==> src/sv/gdoy_pkg.sv <==
// Shared types, constants and the month offset table for the day-of-year converter.
// No dependencies.
package gdoy_pkg;

   localparam logic       ModeToYearDay  = 1'b0;
   localparam logic       ModeToMonthDay = 1'b1;

   localparam logic [3:0]  MonthMax    = 4'd12;
   localparam logic [8:0]  YearDayMax  = 9'd366;
   localparam logic [15:0] Recip25     = 16'd41944;  // ceil(2^20 / 25)
   localparam int          RecipShift  = 20;
   localparam int          ProdWidth   = 31;
   localparam int          QuotWidth   = ProdWidth - RecipShift;

   typedef struct packed {
      logic       mode;
      logic [3:0] month;
      logic [5:0] day;
      logic [8:0] year_day;
      logic       err;
   } gdoy_item_type;

   // Days before the first of a month; zero for codes outside 1..12.
   function automatic logic [8:0] days_before(input logic leap, input logic [3:0] month);
      logic [8:0] base;
      case (month)
         4'd1:    base = 9'd0;
         4'd2:    base = 9'd31;
         4'd3:    base = 9'd59;
         4'd4:    base = 9'd90;
         4'd5:    base = 9'd120;
         4'd6:    base = 9'd151;
         4'd7:    base = 9'd181;
         4'd8:    base = 9'd212;
         4'd9:    base = 9'd243;
         4'd10:   base = 9'd273;
         4'd11:   base = 9'd304;
         4'd12:   base = 9'd334;
         default: base = 9'd0;
      endcase
      return base + 9'((leap && month > 4'd2 && month <= MonthMax) ? 1 : 0);
   endfunction

endpackage

==> src/sv/gdoy_screen.sv <==
// Stage 1: range checks on the request and the reciprocal product for the divide-by-25 test.
// Depends on gdoy_pkg.
module gdoy_screen (
   input  logic                                  clock,
   input  logic                                  reset,
   input  logic                                  in_valid,
   output logic                                  in_ready,
   input  logic                                  mode,
   input  logic signed [15:0]                    year,
   input  logic [3:0]                            month,
   input  logic [5:0]                            day,
   input  logic [8:0]                            year_day,
   output logic                                  out_valid,
   input  logic                                  out_ready,
   output gdoy_pkg::gdoy_item_type               out_item,
   output logic [14:0]                           out_year,
   output logic [gdoy_pkg::ProdWidth-1:0]        out_prod
);

   logic                                 valid_ff;
   gdoy_pkg::gdoy_item_type              item_ff, item_in;
   logic [14:0]                          year_ff;
   logic [gdoy_pkg::ProdWidth-1:0]       prod_ff, prod_in;
   logic                                 range_err;

   assign in_ready = !valid_ff || out_ready;

   always_comb begin
      if (mode == gdoy_pkg::ModeToYearDay) begin
         range_err = (month == 4'd0) || (month > gdoy_pkg::MonthMax) ||
                     (day == 6'd0) || day[5];
      end else begin
         range_err = (year_day == 9'd0) || (year_day > gdoy_pkg::YearDayMax);
      end
      item_in.mode     = mode;
      item_in.month    = month;
      item_in.day      = day;
      item_in.year_day = year_day;
      item_in.err      = year[15] || range_err;
      prod_in = gdoy_pkg::ProdWidth'(year[14:0]) * gdoy_pkg::ProdWidth'(gdoy_pkg::Recip25);
   end

   always_ff @(posedge clock) begin
      if (reset) begin
         valid_ff <= 1'b0;
      end else if (in_ready) begin
         valid_ff <= in_valid;
      end
   end

   always_ff @(posedge clock) begin
      if (in_ready && in_valid) begin
         item_ff <= item_in;
         year_ff <= year[14:0];
         prod_ff <= prod_in;
      end
   end

   assign out_valid = valid_ff;
   assign out_item  = item_ff;
   assign out_year  = year_ff;
   assign out_prod  = prod_ff;

endmodule

==> src/sv/gdoy_leap.sv <==
// Stage 2: leap-year decision from the low year bits and the divide-by-25 check.
// Depends on gdoy_pkg.
module gdoy_leap (
   input  logic                                  clock,
   input  logic                                  reset,
   input  logic                                  in_valid,
   output logic                                  in_ready,
   input  gdoy_pkg::gdoy_item_type               in_item,
   input  logic [14:0]                           in_year,
   input  logic [gdoy_pkg::ProdWidth-1:0]        in_prod,
   output logic                                  out_valid,
   input  logic                                  out_ready,
   output gdoy_pkg::gdoy_item_type               out_item,
   output logic                                  out_leap
);

   logic                                 valid_ff;
   gdoy_pkg::gdoy_item_type              item_ff;
   logic                                 leap_ff, leap_in;
   logic [gdoy_pkg::QuotWidth-1:0]       quot;
   logic [15:0]                          quot_x25;
   logic                                 div25;

   assign in_ready = !valid_ff || out_ready;

   always_comb begin
      quot     = in_prod[gdoy_pkg::ProdWidth-1:gdoy_pkg::RecipShift];
      quot_x25 = 16'({quot, 4'b0000}) + 16'({quot, 3'b000}) + 16'(quot);
      div25    = (quot_x25 == {1'b0, in_year});
      leap_in  = (in_year[1:0] == 2'b00) && (!div25 || (in_year[3:0] == 4'b0000));
   end

   always_ff @(posedge clock) begin
      if (reset) begin
         valid_ff <= 1'b0;
      end else if (in_ready) begin
         valid_ff <= in_valid;
      end
   end

   always_ff @(posedge clock) begin
      if (in_ready && in_valid) begin
         item_ff <= in_item;
         leap_ff <= leap_in;
      end
   end

   assign out_valid = valid_ff;
   assign out_item  = item_ff;
   assign out_leap  = leap_ff;

endmodule

==> src/sv/gdoy_month.sv <==
// Stage 3: month search for the day-of-year direction by parallel compares on month offsets.
// Depends on gdoy_pkg.
module gdoy_month (
   input  logic                                  clock,
   input  logic                                  reset,
   input  logic                                  in_valid,
   output logic                                  in_ready,
   input  gdoy_pkg::gdoy_item_type               in_item,
   input  logic                                  in_leap,
   output logic                                  out_valid,
   input  logic                                  out_ready,
   output gdoy_pkg::gdoy_item_type               out_item,
   output logic                                  out_leap,
   output logic [3:0]                            out_month
);

   logic                                 valid_ff;
   gdoy_pkg::gdoy_item_type              item_ff;
   logic                                 leap_ff;
   logic [3:0]                           month_ff, month_in;

   assign in_ready = !valid_ff || out_ready;

   // Offsets rise with the month, so the last hit is the answer.
   always_comb begin
      month_in = 4'd1;
      for (int k = 2; k <= 12; k++) begin
         if (in_item.year_day > gdoy_pkg::days_before(in_leap, 4'(k))) begin
            month_in = 4'(k);
         end
      end
   end

   always_ff @(posedge clock) begin
      if (reset) begin
         valid_ff <= 1'b0;
      end else if (in_ready) begin
         valid_ff <= in_valid;
      end
   end

   always_ff @(posedge clock) begin
      if (in_ready && in_valid) begin
         item_ff  <= in_item;
         leap_ff  <= in_leap;
         month_ff <= month_in;
      end
   end

   assign out_valid = valid_ff;
   assign out_item  = item_ff;
   assign out_leap  = leap_ff;
   assign out_month = month_ff;

endmodule

==> src/sv/gdoy_finish.sv <==
// Stage 4: final results and error masking, held in the response register.
// Depends on gdoy_pkg.
module gdoy_finish (
   input  logic                                  clock,
   input  logic                                  reset,
   input  logic                                  in_valid,
   output logic                                  in_ready,
   input  gdoy_pkg::gdoy_item_type               in_item,
   input  logic                                  in_leap,
   input  logic [3:0]                            in_month,
   output logic                                  out_valid,
   input  logic                                  out_ready,
   output logic                                  out_error,
   output logic [8:0]                            out_day_number,
   output logic [3:0]                            out_month_out,
   output logic [4:0]                            out_day_out
);

   logic                                 valid_ff;
   logic                                 error_ff, error_in;
   logic [8:0]                           day_number_ff, day_number_in;
   logic [3:0]                           month_out_ff, month_out_in;
   logic [4:0]                           day_out_ff, day_out_in;
   logic [8:0]                           offset;
   logic [8:0]                           remain;

   assign in_ready = !valid_ff || out_ready;

   always_comb begin
      if (in_item.mode == gdoy_pkg::ModeToYearDay) begin
         offset = gdoy_pkg::days_before(in_leap, in_item.month);
      end else begin
         offset = gdoy_pkg::days_before(in_leap, in_month);
      end
      remain   = in_item.year_day - offset;
      error_in = in_item.err ||
                 ((in_item.mode == gdoy_pkg::ModeToMonthDay) &&
                  (in_item.year_day == gdoy_pkg::YearDayMax) && !in_leap);
      day_number_in = 9'd0;
      month_out_in  = 4'd0;
      day_out_in    = 5'd0;
      if (!error_in) begin
         if (in_item.mode == gdoy_pkg::ModeToYearDay) begin
            day_number_in = offset + 9'(in_item.day);
         end else begin
            month_out_in = in_month;
            day_out_in   = remain[4:0];
         end
      end
   end

   always_ff @(posedge clock) begin
      if (reset) begin
         valid_ff <= 1'b0;
      end else if (in_ready) begin
         valid_ff <= in_valid;
      end
   end

   always_ff @(posedge clock) begin
      if (in_ready && in_valid) begin
         error_ff      <= error_in;
         day_number_ff <= day_number_in;
         month_out_ff  <= month_out_in;
         day_out_ff    <= day_out_in;
      end
   end

   assign out_valid      = valid_ff;
   assign out_error      = error_ff;
   assign out_day_number = day_number_ff;
   assign out_month_out  = month_out_ff;
   assign out_day_out    = day_out_ff;

endmodule

==> src/sv/gregorian_day_of_year_convert_core.sv <==
// Top level of the Gregorian day-of-year converter: four-stage pipeline.
// Depends on gdoy_pkg, gdoy_screen, gdoy_leap, gdoy_month, gdoy_finish.
//
//   channel   direction   ports                                           per transfer
//   req       in          req_valid, req_stall, mode/year/month/day/...   one date
//   rsp       out         rsp_valid, rsp_stall, error/day_number/...      one result
//
// rsp_valid rises once the request has passed the screen, leap, month and finish registers;
// one transfer per cycle while rsp_stall is low. The leap test (reciprocal multiply for
// divide-by-25) sets the split into four stages. Reset is synchronous and clears only the stage valid bits.
// Each stage holds while the next is full and stalled; empty stages still fill.
module gregorian_day_of_year_convert_core (
   input  logic                 clock,
   input  logic                 reset,
   input  logic                 req_valid,
   output logic                 req_stall,
   input  logic                 req_mode,
   input  logic signed [15:0]   req_year,
   input  logic [3:0]           req_month,
   input  logic [5:0]           req_day,
   input  logic [8:0]           req_year_day,
   output logic                 rsp_valid,
   input  logic                 rsp_stall,
   output logic                 rsp_error,
   output logic [8:0]           rsp_day_number,
   output logic [3:0]           rsp_month_out,
   output logic [4:0]           rsp_day_out
);

   logic                              s1_valid, s1_ready;
   gdoy_pkg::gdoy_item_type           s1_item;
   logic [14:0]                       s1_year;
   logic [gdoy_pkg::ProdWidth-1:0]    s1_prod;
   logic                              s2_valid, s2_ready;
   gdoy_pkg::gdoy_item_type           s2_item;
   logic                              s2_leap;
   logic                              s3_valid, s3_ready;
   gdoy_pkg::gdoy_item_type           s3_item;
   logic                              s3_leap;
   logic [3:0]                        s3_month;
   logic                              s4_ready;
   logic                              req_ready;

   assign req_stall = !req_ready;

   gdoy_screen u_screen (
      .clock     (clock),
      .reset     (reset),
      .in_valid  (req_valid),
      .in_ready  (req_ready),
      .mode      (req_mode),
      .year      (req_year),
      .month     (req_month),
      .day       (req_day),
      .year_day  (req_year_day),
      .out_valid (s1_valid),
      .out_ready (s1_ready),
      .out_item  (s1_item),
      .out_year  (s1_year),
      .out_prod  (s1_prod)
   );

   gdoy_leap u_leap (
      .clock     (clock),
      .reset     (reset),
      .in_valid  (s1_valid),
      .in_ready  (s1_ready),
      .in_item   (s1_item),
      .in_year   (s1_year),
      .in_prod   (s1_prod),
      .out_valid (s2_valid),
      .out_ready (s2_ready),
      .out_item  (s2_item),
      .out_leap  (s2_leap)
   );

   gdoy_month u_month (
      .clock     (clock),
      .reset     (reset),
      .in_valid  (s2_valid),
      .in_ready  (s2_ready),
      .in_item   (s2_item),
      .in_leap   (s2_leap),
      .out_valid (s3_valid),
      .out_ready (s3_ready),
      .out_item  (s3_item),
      .out_leap  (s3_leap),
      .out_month (s3_month)
   );

   assign s4_ready = !rsp_stall;

   gdoy_finish u_finish (
      .clock          (clock),
      .reset          (reset),
      .in_valid       (s3_valid),
      .in_ready       (s3_ready),
      .in_item        (s3_item),
      .in_leap        (s3_leap),
      .in_month       (s3_month),
      .out_valid      (rsp_valid),
      .out_ready      (s4_ready),
      .out_error      (rsp_error),
      .out_day_number (rsp_day_number),
      .out_month_out  (rsp_month_out),
      .out_day_out    (rsp_day_out)
   );

endmodule

==> config.mk <==
export PLATFORM = sky130hd
export DESIGN_NAME = gregorian_day_of_year_convert_core
export DESIGN_NICKNAME = d
export VERILOG_FILES = /design/src/sv/gdoy_pkg.sv /design/src/sv/gdoy_screen.sv /design/src/sv/gdoy_leap.sv /design/src/sv/gdoy_month.sv /design/src/sv/gdoy_finish.sv /design/src/sv/gregorian_day_of_year_convert_core.sv
export SDC_FILE = /design/constraint.sdc
export NUM_CORES = 1
export LEC_CHECK = 0
export BUFFER_PORTS_ARGS = -buffer_cell sky130_fd_sc_hd__buf_2
export CAP_MARGIN = 20
export CORE_MARGIN = 4
export CORE_UTILIZATION = 41
export DETAILED_ROUTE_END_ITERATION = 10
export GPL_ROUTABILITY_DRIVEN = 0
export HOLD_SLACK_MARGIN = 0.1
export SLEW_MARGIN = 20
export SYNTH_ARGS = -nofsm -noshare
export SYNTH_HDL_FRONTEND = slang
export SYNTH_SLANG_ARGS = --single-unit
export TNS_END_PERCENT = 30
==> constraint.sdc <==
create_clock -name clock -period 4.7 [get_ports clock]
set_clock_uncertainty 0.15 [all_clocks]
set_input_delay 0 -clock clock [delete_from_list [all_inputs] [get_ports clock]]
set_output_delay 0 -clock clock [all_outputs]
set_load 0.05 [all_outputs]
==> summary.txt <==
Total GRT Usage = 15.5%
Gate power share = 58.2%
Count of final hold-check violations = 0
CTS tree = done
Leakage = 5.45 nW
Final Non-Filler Cells = 1366
Sw Share = 41.0%
Yosys cell types = 64
WP data required = 4710 ps
Top sig layer = met4
Clock Sinks = 127
Metal2 WL = 11.0 mm
WS Path Type = input port to flip-flop
Outcome = complete, no violations
Core area = 0.0245 sq mm
CTS root buffer = clkbuf_16
CP cell instances = dlygate4sd3_1 -> buf_4 -> fa_2 -> ha_2 -> fa_1 -> inv_1 -> fa_1 -> fa_1 -> inv_1 -> ha_1 -> nand4_1 -> nor3_2 -> a211oi_2 -> buf_4 -> a31oi_4 -> a21o_1 -> a21oi_2 -> xnor2_1
Levels on crit path = 18
Antenna-violating nets left = 0
# diodes = 0
Rows = 57
Syn Nets = 1180
Gr ovfl total = 0
DR vias/cell = 4.96
Overall power = 6.65 mW
CTS max path bufs = 2
Die W = 166 microns
Yosys top cell by area = edfxtp_1
Setup total negative slack = 0 ps
WP buf/inv = 5
Clock power share = 19.5%
Pin count of the biggest net entering global routing = 48
Cts bufs inserted = 17
P_int = 3.92 mW
Design area = 0.0121 sq mm
Reg power frac = 22.3%
Initial antenna violation count = 0
Number of max-cap violations = 0
Fmax achieved = 222 MHz
Hold Path Class = input port to flip-flop
Worst slew margin = 32.5%
Number of global-route vias before repair = 7018
Maximum vdd drop = 281 uV
CP Launch Type = input port
Seq/Total Area, Yosys = 36.0%
Commonest non-fill, non-tap cells in the layout = inv_1, ha_1, edfxtp_1, fa_1, buf_2
Initial Util = 41.9%
Critical path's most frequent cell = fa_1
Worst Setup SP = req_year[3]
Post-synth EDFFs = 114
Top cells by area, synth = edfxtp_1, ha_1, fa_1
Die Area = 0.0276 sq mm
Drt total wl = 20.8 mm
Worst slew pin tran = 1010 ps
DRT Pass-1 Iters = 4
Die Height = 166 microns
PD cells = 548 mW/mm^2
Worst r2r dst = u_finish.out_day_number[6]
Clk_lat worst skew = 420 ps
Most common cell after layout, fill and taps aside = inv_1
Top-area cell type share of the netlist area = 33.4%
Worst path top cell family by delay = adder cells
Nets@finish = 1300
Largest fanout on the critical path = 6
Worst path slowest cell = fa_1
CP Capture Point = u_screen.out_prod[25]
Post-Syn Area = 0.0102 sq mm
First-pass GRT wire length = 34.6 mm
CP Data Arrival Time = 4520 ps
Share of cells above drive strength 1 = 14.2%
FF-to-FF path depth = 15
Post-synth ARST share = 0%
Setup slack, reg-to-reg = 670 ps
Avg Cell Area, Syn = 11.3 sq um
IO Port Bufs = 60
Worst setup EP type = flip-flop
Slew Viols, Final = 0
Initial DRC count = 310
WL met3 = 578 microns
Worst r2r src = u_month.out_month[1]
# setup viols final = 0
Drt wl/cell = 15.2 microns
Synthesized instance count = 909
Via count = 6782
Yosys reg bits = 127
Crit-path max cell delay = 560 ps
I/O pin total = 61
Fin crit period = 4510 ps
Total placed instance area = 0.0110 sq mm
CTS H-tree lvls = 4
Placed insts = 1294
DP HPWL = 16.7 mm
Ys flop type = edfxtp_1
RSZ-0062 raised after global routing = no
Crit share post-route = 95.9%
Worst-path clk slew = 60 ps
Sw power = 2.73 mW
DRC = 0
YS warnings = 0
P&R area growth vs syn = 18.4%
WL met1 = 8.84 mm
## state kept, by name, indices dropped and copies added, names as in the netlist, named ones only
name and count:
u_finish.out_month_out 4, u_month.out_valid 1, u_month.out_item 21, u_leap.out_item 21, u_finish.out_day_out 5, u_finish.out_error 1, u_leap.out_leap 1, u_screen.out_valid 1
u_screen.out_prod 11, u_screen.out_item 21, u_leap.out_valid 1, u_screen.out_year 15, u_finish.out_valid 1, u_finish.out_day_number 9, u_month.out_leap 1, u_month.out_month 4
## what timing repair did
action                                  in CTS  in global routing
resized for setup                            0                 25
hold endpoints to repair                    59                  1
buffers inserted                             0                  1
endpoints found under the setup margin       0                  9
hold buffers                                39                  1
## per-layer routing
metal  global-route usage, %  up-vias
met1                    19.0     3269
li1                        -     3387
met4                    4.99        0
met2                    28.1       99
met3                    2.31       27
met5                       0        -
## cells in the mapped netlist (all sizes together) (8+ instances only)
library cell    n
ha            152
inv           151
edfxtp        114
fa             79
nor2           50
a21oi          46
nand2          43
xnor2          37
o21ai          23
a21o           17
nand3          16
xor2           16
dfxtp          13
nor3           12
o21bai          9
o211ai          8
## worst min path at each step
stage	start	to	slack, ps	depth (start not counted)
3_5_place_dp	req_day[5]	u_screen.out_item[15]	50	1
4_1_cts	req_year_day[7]	u_screen.out_item[8]	150	2
2_1_floorplan	reset	u_screen.out_valid	-80	1
5_1_grt	req_year_day[8]	u_screen.out_item[9]	190	2
6_report	req_day[2]	u_screen.out_item[12]	180	2
3_3_place_gp	req_day[5]	u_screen.out_item[15]	50	1
## cells by family (layout without fill, tap and decap cells)
kind of cell	Yosys count	in the layout	share of synthesized area, %
buf+inv	164	297	6.12
fa+ha+maj	231	231	34.0
simple gates	171	171	8.00
xor+xnor	53	53	4.53
mux	13	13	1.54
compound gates	150	150	9.87
flops	127	127	36.0
## power by group through the flow
stage | clock network, mW | registers [mW] | logic, mW
after floorplan | 0 | 1.49 | 2.78
after CTS | 1.33 | 1.49 | 3.66
after global routing | 1.37 | 1.50 | 4.38
after global placement | 0 | 1.51 | 3.57
after detailed placement | 0 | 1.51 | 3.60
final | 1.30 | 1.48 | 3.87
## layout make-up
class                      instances  area [sq um]
clock buffer                      19           453
clock inverter                    13           138
timing repair buffer             114           808
tap                              324           405
inverter                         151           567
sequential                       127          3680
fill                            2183         12300
multi-input combinational        618          6080
## metrics by stage
stage	hold WS [ps]	worst slack (ps)	util (%)
final	180	192	49.6
after global routing	186	24.4	49.6
after CTS	155	14.9	49.0
after detailed placement	52.4	3.50	45.0
after global placement	52.8	83.5	45.0
after floorplan	-80.9	447	-
Power figures use the tool's default switching activity.
